### config.mk
export PLATFORM = sky130hd
export DESIGN_NAME = utf8_codepoint_codec_flat
export DESIGN_NICKNAME = d
export VERILOG_FILES = /design/src/rtl/utf8c_pkg.sv /design/src/rtl/utf8c_if.sv /design/src/rtl/utf8_codepoint_codec.sv /design/src/flat_wrapper.sv
export SDC_FILE = /design/constraint.sdc
export NUM_CORES = 1
export LEC_CHECK = 0
export BUFFER_PORTS_ARGS = -buffer_cell sky130_fd_sc_hd__buf_2
export CORE_ASPECT_RATIO = 1.2
export CORE_UTILIZATION = 57
export CTS_CLUSTER_SIZE = 20
export DETAILED_ROUTE_END_ITERATION = 12
export PLACE_DENSITY_LB_ADDON = 0.15
export SYNTH_ARGS = -nofsm -noshare
export SYNTH_HDL_FRONTEND = slang
export SYNTH_SLANG_ARGS = --single-unit
### constraint.sdc
create_clock -name clk -period 6.7 [get_ports clk]
set_input_delay 1.34 -clock clk [delete_from_list [all_inputs] [get_ports clk]]
set_output_delay 1.34 -clock clk [all_outputs]
set_load 0.005 [all_outputs]
### src/rtl/utf8c_pkg.sv
// ---------------------------------------------------------------------------
// utf8c_pkg
// types, constants and conversion functions of the utf-8 code point codec
// ---------------------------------------------------------------------------
package utf8c_pkg;

	// operation select
	typedef enum logic {
		FUNC_ENCODE = 1'b0,
		FUNC_DECODE = 1'b1
	} func_t;

	localparam int unsigned CP_W   = 21;
	localparam int unsigned WORD_W = 32;

	// encode length thresholds
	localparam logic [CP_W-1:0] CP_MAX_1B = 21'h00007f;
	localparam logic [CP_W-1:0] CP_MAX_2B = 21'h0007ff;
	localparam logic [CP_W-1:0] CP_MAX_3B = 21'h00ffff;

	// lead and continuation tags
	localparam logic [4:0] LEAD4_TAG = 5'b11110;
	localparam logic [3:0] LEAD3_TAG = 4'b1110;
	localparam logic [2:0] LEAD2_TAG = 3'b110;
	localparam logic [1:0] CONT_TAG  = 2'b10;

	// decode lead byte ranges
	localparam logic [7:0] LEAD4_MIN = 8'hf0;
	localparam logic [7:0] LEAD4_MAX = 8'hf4;
	localparam logic [7:0] LEAD3_MIN = 8'he0;
	localparam logic [7:0] LEAD2_MIN = 8'hc2;
	localparam logic [WORD_W-1:0] ASCII_LIMIT = 32'h00000080;

	function automatic logic [WORD_W-1:0] encode_cp(input logic [CP_W-1:0] cp);
		logic [WORD_W-1:0] w;
		if (cp > CP_MAX_3B) begin
			w = {CONT_TAG, cp[5:0], CONT_TAG, cp[11:6], CONT_TAG, cp[17:12],
				LEAD4_TAG, cp[20:18]};
		end else if (cp > CP_MAX_2B) begin
			w = {8'h00, CONT_TAG, cp[5:0], CONT_TAG, cp[11:6], LEAD3_TAG, cp[15:12]};
		end else if (cp > CP_MAX_1B) begin
			w = {16'h0000, CONT_TAG, cp[5:0], LEAD2_TAG, cp[10:6]};
		end else begin
			w = {11'h000, cp};
		end
		return w;
	endfunction

	// no validation: the lead byte alone sets the byte count
	function automatic logic [WORD_W-1:0] decode_word(input logic [WORD_W-1:0] w);
		logic [7:0]      lead;
		logic [5:0]      b1;
		logic [5:0]      b2;
		logic [5:0]      b3;
		logic [CP_W-1:0] v;
		logic [WORD_W-1:0] r;
		lead = w[7:0];
		b1   = w[13:8];
		b2   = w[21:16];
		b3   = w[29:24];
		if (lead >= LEAD4_MIN && lead <= LEAD4_MAX) begin
			v = {lead[2:0], b1, b2, b3};
		end else if (lead >= LEAD3_MIN) begin
			v = {5'h00, lead[3:0], b1, b2};
		end else if (lead >= LEAD2_MIN) begin
			v = {10'h000, lead[4:0], b1};
		end else begin
			v = {15'h0000, lead[5:0]};
		end
		if (w < ASCII_LIMIT) begin
			r = w;
		end else begin
			r = {11'h000, v};
		end
		return r;
	endfunction

	function automatic logic [WORD_W-1:0] codec(
		input logic              func,
		input logic [CP_W-1:0]   cp,
		input logic [WORD_W-1:0] w
	);
		logic [WORD_W-1:0] r;
		if (func == FUNC_DECODE) begin
			r = decode_word(w);
		end else begin
			r = encode_cp(cp);
		end
		return r;
	endfunction

endpackage

### src/rtl/utf8c_if.sv
// ---------------------------------------------------------------------------
// utf8c_if
// valid/ready channels of the utf-8 code point codec
// ---------------------------------------------------------------------------
interface utf8c_req_if;
	logic        valid;
	logic        ready;
	logic        func;
	logic [20:0] code_point;
	logic [31:0] packed_bytes;

	modport source (output valid, func, code_point, packed_bytes, input ready);
	modport sink   (input valid, func, code_point, packed_bytes, output ready);
endinterface

interface utf8c_rsp_if;
	logic        valid;
	logic        ready;
	logic [31:0] result;

	modport source (output valid, result, input ready);
	modport sink   (input valid, result, output ready);
endinterface

### src/rtl/utf8_codepoint_codec.sv
// ---------------------------------------------------------------------------
// utf8_codepoint_codec
// utf-8 encoder and decoder, while rsp is not stalled one character per clock
// ---------------------------------------------------------------------------
// Each req transaction carries func and either a code point (func 0, encode)
// or a packed utf-8 word with the lead byte in bits 7:0 (func 1, decode);
// each one gives exactly one rsp transaction, in order. The block takes one
// transaction every cycle while rsp is not stalled: the request is registered
// in the input stage, converted by a few levels of compare and mux logic, and
// registered again in the result stage as the response, which stays on rsp
// until rsp.ready takes it; the next request can enter meanwhile. The
// two stages stall together only while a response waits and the stage in
// front of it is full; otherwise req.ready stays high. Encoding drops code
// point bits above 20 and picks 1 to 4 bytes from the 0x7f, 0x7ff and 0xffff
// thresholds; surrogates and values above 0x10ffff are encoded like any
// other. Decoding does no checking: a word below 0x80 passes as is, else the
// lead byte sets the count (0xf0-0xf4 four, 0xe0 and up three, 0xc2 and up
// two, anything else one) and continuation tags are not examined.
// ---------------------------------------------------------------------------
module utf8_codepoint_codec (
	input  logic              clk,
	input  logic              arst_n,
	utf8c_req_if.sink         req,
	utf8c_rsp_if.source       rsp
);
	import utf8c_pkg::*;

	// input stage
	logic              valid_s1;
	logic              func_s1;
	logic [CP_W-1:0]   cp_s1;
	logic [WORD_W-1:0] word_s1;

	// result stage
	logic              valid_s2;
	logic [WORD_W-1:0] result_s2;

	logic advance;
	logic load_s1;

	// result stage is free or is being emptied this cycle
	assign advance   = !valid_s2 || rsp.ready;
	// input stage can take a new item when empty or moving on
	assign req.ready = !valid_s1 || advance;
	assign load_s1   = req.valid && req.ready;

	always_ff @(posedge clk or negedge arst_n) begin
		if (!arst_n) begin
			valid_s1 <= 1'b0;
		end else if (req.ready) begin
			valid_s1 <= req.valid;
		end
	end

	// payload only, no reset needed
	always_ff @(posedge clk) begin
		if (load_s1) begin
			func_s1 <= req.func;
			cp_s1   <= req.code_point;
			word_s1 <= req.packed_bytes;
		end
	end

	always_ff @(posedge clk or negedge arst_n) begin
		if (!arst_n) begin
			valid_s2 <= 1'b0;
		end else if (advance) begin
			valid_s2 <= valid_s1;
		end
	end

	// conversion sits between the two stages
	always_ff @(posedge clk) begin
		if (advance && valid_s1) begin
			result_s2 <= codec(func_s1, cp_s1, word_s1);
		end
	end

	assign rsp.valid  = valid_s2;
	assign rsp.result = result_s2;

endmodule

### src/flat_wrapper.sv
// flat-port wrapper written by rule: the top's interface ports become plain ports
module utf8_codepoint_codec_flat import utf8c_pkg::*;
  (clk, arst_n, req_valid, req_func, req_code_point, req_packed_bytes, req_ready, rsp_valid, rsp_result, rsp_ready);
  utf8c_req_if req_i ();
  utf8c_rsp_if rsp_i ();
  input  logic clk;
  input  logic arst_n;
  input wire logic [$bits(req_i.valid)-1:0] req_valid;
  input wire logic [$bits(req_i.func)-1:0] req_func;
  input wire logic [$bits(req_i.code_point)-1:0] req_code_point;
  input wire logic [$bits(req_i.packed_bytes)-1:0] req_packed_bytes;
  output wire logic [$bits(req_i.ready)-1:0] req_ready;
  output wire logic [$bits(rsp_i.valid)-1:0] rsp_valid;
  output wire logic [$bits(rsp_i.result)-1:0] rsp_result;
  input wire logic [$bits(rsp_i.ready)-1:0] rsp_ready;
  assign req_i.valid = req_valid;
  assign req_i.func = req_func;
  assign req_i.code_point = req_code_point;
  assign req_i.packed_bytes = req_packed_bytes;
  assign req_ready = req_i.ready;
  assign rsp_valid = rsp_i.valid;
  assign rsp_result = rsp_i.result;
  assign rsp_i.ready = rsp_ready;
  utf8_codepoint_codec u_core (.clk(clk), .arst_n(arst_n), .req(req_i), .rsp(rsp_i));
endmodule
Word level (Yosys, flattened, before mapping)
Cells that the tools add are included.

Flip-flop bits (word level): 88. Input bits: 58. Output and inout port bits: 34.

Reductions and logical operators: 7. Multiplexer cells: 8. Order comparisons: 8.

Operators with widths (number): $mux 32 (4); $mux 21 (3); $lt 32x8->1 const B (1); $ge 8x8->1 const B (3); $gt 21x11->1 const B (1); $gt 21x16->1 const B (1); $gt 21x7->1 const B (1); $mux 11 (1); $le 8x8->1 const B (1); $logic_and 1x1->1 (3); $logic_not 1->1 (2); $logic_or 1x1->1 (2).

Logic depth before layout (Yosys ltp)
Word-level depth: 6. Depth in mapped cells: 6.

Least setup slack after synthesis
No wires, ideal clock.

Kind: in2reg. Start point: in rsp_ready. End point: reg u_core.cp_s1[0] (enable). Arrival: 2.795 ns. Buffers on the path: 0. Required time: 6.282 ns. Slack: 3.487 ns. Stages on the path: 2. Library setup time: 0.418 ns. Path through: nand3b_1 -> and2_1.

Word-level cells in the longest chain between the ends: 3.

RTL lines: start, declared (RTL line flat_wrapper.sv:15) `input wire logic [$bits(rsp_i.ready)-1:0] rsp_ready;`; $logic_or 1x1->1 (RTL line utf8_codepoint_codec.sv:42) `assign advance = !valid_s2 || rsp.ready;`; $logic_or 1x1->1 (RTL line utf8_codepoint_codec.sv:44) `assign req.ready = !valid_s1 || advance;`; $logic_and 1x1->1 (RTL line utf8_codepoint_codec.sv:45) `assign load_s1 = req.valid && req.ready;`; net u_core.load_s1 (RTL line utf8_codepoint_codec.sv:39) `logic load_s1;`; end signal, assigned (RTL line utf8_codepoint_codec.sv:59) `cp_s1 <= req.code_point;`; end, declared (RTL line utf8_codepoint_codec.sv:31) `logic [CP_W-1:0] cp_s1;`.

The timed path passes the listed nets, and every way through them passes these cells. A chain may end at the register's enable or synchronous reset.

Worst setup path in the final report
Start point: in rsp_ready. End point: out req_ready.

Word-level cells in the longest chain between the ends: 2.

RTL lines: $logic_or 1x1->1 (RTL line utf8_codepoint_codec.sv:42); $logic_or 1x1->1 (RTL line utf8_codepoint_codec.sv:44); end, declared (RTL line flat_wrapper.sv:12) `output wire logic [$bits(req_i.ready)-1:0] req_ready;`.

Every way passes these cells.

==> results.md <==
- The run finished with clean final reports.
- The cell-internal power is 0.000855 W.
- The number of global-route vias before repair is 2511.
- The worst hold-check path type is reg -> reg.
- Entering global routing, the biggest net connects 55 pins.
- The fraction of the cycle the final worst path needs is 46.6%.
- The count of placed standard cells in the final layout, fillers left out is 451.
- For this design the top-level I/O count stands at 92.
- Global routing used 25.5% of the available tracks across all layers.
- The relative contribution of the clock network to total power is 29.7%.
- The multi-input combinational cells in the finished layout cover a total of 1030 um^2.
- The root buffer cell chosen for the clock tree is sky130_fd_sc_hd__clkbuf_8.
- Sorting the synthesized cells by area gives the leading types as sky130_fd_sc_hd__edfxtp_1, sky130_fd_sc_hd__nand2_1, sky130_fd_sc_hd__mux2i_1.
- TritonCTS built the clock tree.
- After detailed routing, the number of remaining DRC violations is 0.
- The category of the critical setup timing path is in -> out.
- Clock tree synthesis found a total of 88 sinks.
- The register bit total from synthesis is 88.
- The core region area is 6170 um^2.
- The data arrival at the endpoint of the critical path is 1780 ps.
- The sequential share of power is 60.9%.
- The final core utilization is 71.9%.
- The finished cells cover 4430 um^2.
- The worst setup path is captured at a primary output.
- The transition at the pin with the smallest max-transition slack is 1190 ps.
- The switching power share of the total is 23.3%.
- The first-pass GRT wire length is 12500 um.
- The portion of total power attributed to combinational logic is 9.4%.
- Setup repair after global routing left no endpoint under its margin.
- The post-placement cell area is 4250 um^2.
- The setup TNS after final layout is 0 ps.
- The most frequent cell after synthesis is sky130_fd_sc_hd__edfxtp_1.
- Counting along the longest clock path gives a buffer depth of 2.
- The register clock-pin slew on the reported worst setup and hold paths is 80 ps.
- The clock skew after layout is 12.8 ps.
- The number of antenna repair diodes is 0.
- The number of pins with negative max-slew slack in the final report came to 0.
- The count of filler cells inserted in the layout is 432.
- The area growth from synthesis to layout is 19.2%.
- The maximum ir drop on the vdd rail is 0.209 mV.
- Port buffering added 91 buffers.
- The max-cap violation count is 0.
- The total number of H-tree levels is 3.
- Ranked by instance count, the synthesized netlist is headed by sky130_fd_sc_hd__edfxtp_1, sky130_fd_sc_hd__nand2_1, sky130_fd_sc_hd__nor2_1.
- In this run the static leakage power is 1.70 nW.
- The detail route stage leaves a number of antenna-violating nets equal to 0.
- The highest clock rate is 320 MHz.
- Dividing the detail-routed wire length by the instance count gives 17.6 um.
- STA classifies the critical path startpoint as an input port.
- In this run the horizontal extent of the chip is 75.7 um.
- The total length of routed wires is 7920 um.
- The number of hold violations in the final report is 0.
- In this run the mean area of a mapped cell was 13.7 um^2.
- The detailed-router iteration count before antenna repair is 5.
- The most used flip-flop cell after synthesis is sky130_fd_sc_hd__edfxtp_1.
- The number of antenna violations at the first check in global routing is 0.
- Across the whole layout, storage elements account for 2630 um^2.
- The share of final-layout standard cells stronger than drive strength 1 is 32.2%.
- The number of buffers added by the clock tree synthesis step is 9.
- At the end of routability-driven placement, the weighted congestion stood at 0.894.
- The post-synth design cell area is 3720 um^2.
- The count of cell types in the netlist is 41.
- The synthesis warning total is 0.
- Setup violations remaining at the end of the flow were counted as 0.
- The total congestion overflow after global routing is 0.
- The count of hold buffers inserted by post-cts repair is 0.
- The post-CTS resize count is 0.
- The height of the die is 90.5 um.
- The share of async-settable or async-resettable flops after synthesis is 2.27%.
- Final hold analysis gives a worst-case slack of 514 ps.
- The number of enable-type register cells in the synthesized netlist is 86.
- Data on the critical path is required at its endpoint by 5360 ps.
- The die area is 6850 um^2.
- The share of the yosys chip area belonging to registers is 70.8%.
- After the last flow step, the layout net total stands at 422.
- The clock latency at the later pin of the worst-skew pair is 360 ps.
- The post-CTS setup repair buffer count is 0.
- The final route contains 2611 vias.
- The instance count after placement with tap cells included is 435.
- In this run the worst path has a maximum fanout of 3.
- The floorplan has 31 rows.
- The cell area power density is 252 nW/um^2.
- The net switching power is 0.000260 W.
- The placed wire-length estimate is 5630 um.
- The starting density of the core is 60.3%.
- The number of vias per cell is 5.79.
- Of the post-synthesis cell area, the dominant cell type holds 69.4%.
- The max-slew headroom at the worst pin is 20.4%.
- Counting I/O delays and the setup requirement, the final critical path takes 3120 ps.
- Synthesis produced 271 cells.
- The biggest area contributor in the post-synthesis netlist is sky130_fd_sc_hd__edfxtp_1.
- The violation count after the first detailed-routing iteration is 340.
-- per-layer routing --
| layer | global-route usage, % | part of all wire, % | vias to the layer above |
|---|---|---|---|
| met5 | 0 | 0 | - |
| met3 | 3.91 | 5.9 | 20 |
| met2 | 39.1 | 47 | 144 |
| met1 | 35.6 | 44 | 1192 |
| met4 | 11.7 | 3.0 | 0 |
| li1 | - | - | 1255 |
-- cell type report --
class / instances / area share (%)
clock buffer: 12 / 3.50
clock inverter: 4 / 0.649
inverter: 4 / 0.339
multi-input combinational: 168 / 23.2
sequential: 88 / 59.4
tap: 82 / 2.32
timing repair buffer: 93 / 10.6
-- through the flow --
step	total power, W	worst slack (ps)
2_1_floorplan	0.000741	3490
3_3_place_gp	0.000794	3620
3_5_place_dp	0.000797	3570
5_1_grt	0.00116	3550
4_1_cts	0.00112	3570
6_report	0.00112	3580
-- registers in the layout (all words and copies together) (netlist names) --
| signal | cells |
|---|---|
| u_core.rsp.result | 32 |
| u_core.word_s1 | 32 |
| u_core.cp_s1 | 21 |
| u_core.func_s1 | 1 |
| u_core.rsp.valid | 1 |
| u_core.valid_s1 | 1 |
-- worst paths after layout --
| check | start | endpoint | slack, ps | cells past startpoint |
|---|---|---|---|---|
| worst max-delay path | rsp_ready | req_ready | 3580 | 3 |
| worst min-delay path | u_core.valid_s1 | u_core.rsp.valid | 510 | 1 |
| worst max register to register | u_core.cp_s1[18] | u_core.rsp.result[6] | 4090 | 5 |
| worst min register to register | u_core.valid_s1 | u_core.rsp.valid | 510 | 1 |
| max in group asynchronous | arst_n | u_core.valid_s1 | 5860 | 1 |
| min in group asynchronous | arst_n | u_core.rsp.valid | 750 | 1 |
-- kinds of logic after synthesis --
family | Yosys count | share of synthesized area, %
mux | 13 | 3.70
compound gates | 66 | 11.8
simple gates | 87 | 11.9
other cells | 1 | 0.101
buf+inv | 16 | 1.72
flops | 88 | 70.8
-- critical path, cell delays in order --
cell and delay, ps:
sky130_fd_sc_hd__buf_2 100, sky130_fd_sc_hd__nand3b_1 190, sky130_fd_sc_hd__buf_2 150
-- power groups by stage --
stage,clock [W],combinational (W),sequential [W]
2_1_floorplan,0,0.0000561,0.000685
3_3_place_gp,0,0.000103,0.000691
3_5_place_dp,0,0.000106,0.000691
4_1_cts,0.000336,0.000106,0.000679
5_1_grt,0.000352,0.000119,0.000685
6_report,0.000331,0.000105,0.000679
-- cells in the final DEF (no fill, tap or decap), types with 3 or more instances in the layout --
cell,n
sky130_fd_sc_hd__a21o_1,3
sky130_fd_sc_hd__a21oi_1,13
sky130_fd_sc_hd__a22oi_1,8
sky130_fd_sc_hd__a311o_1,4
sky130_fd_sc_hd__a31oi_1,3
sky130_fd_sc_hd__and2_1,3
sky130_fd_sc_hd__and3_1,6
sky130_fd_sc_hd__buf_2,91
sky130_fd_sc_hd__clkbuf_8,11
sky130_fd_sc_hd__edfxtp_1,86
sky130_fd_sc_hd__inv_1,4
sky130_fd_sc_hd__mux2_2,6
sky130_fd_sc_hd__mux2i_1,7
sky130_fd_sc_hd__nand2_1,25
sky130_fd_sc_hd__nand2b_1,4
sky130_fd_sc_hd__nand3_1,11
sky130_fd_sc_hd__nor2_1,15
sky130_fd_sc_hd__nor3_1,3
sky130_fd_sc_hd__nor4_1,7
sky130_fd_sc_hd__o21ai_0,12
sky130_fd_sc_hd__o22ai_1,6
sky130_fd_sc_hd__o31ai_1,4
sky130_fd_sc_hd__or4_1,3
No activity file was read; power rests on OpenSTA's default activity.
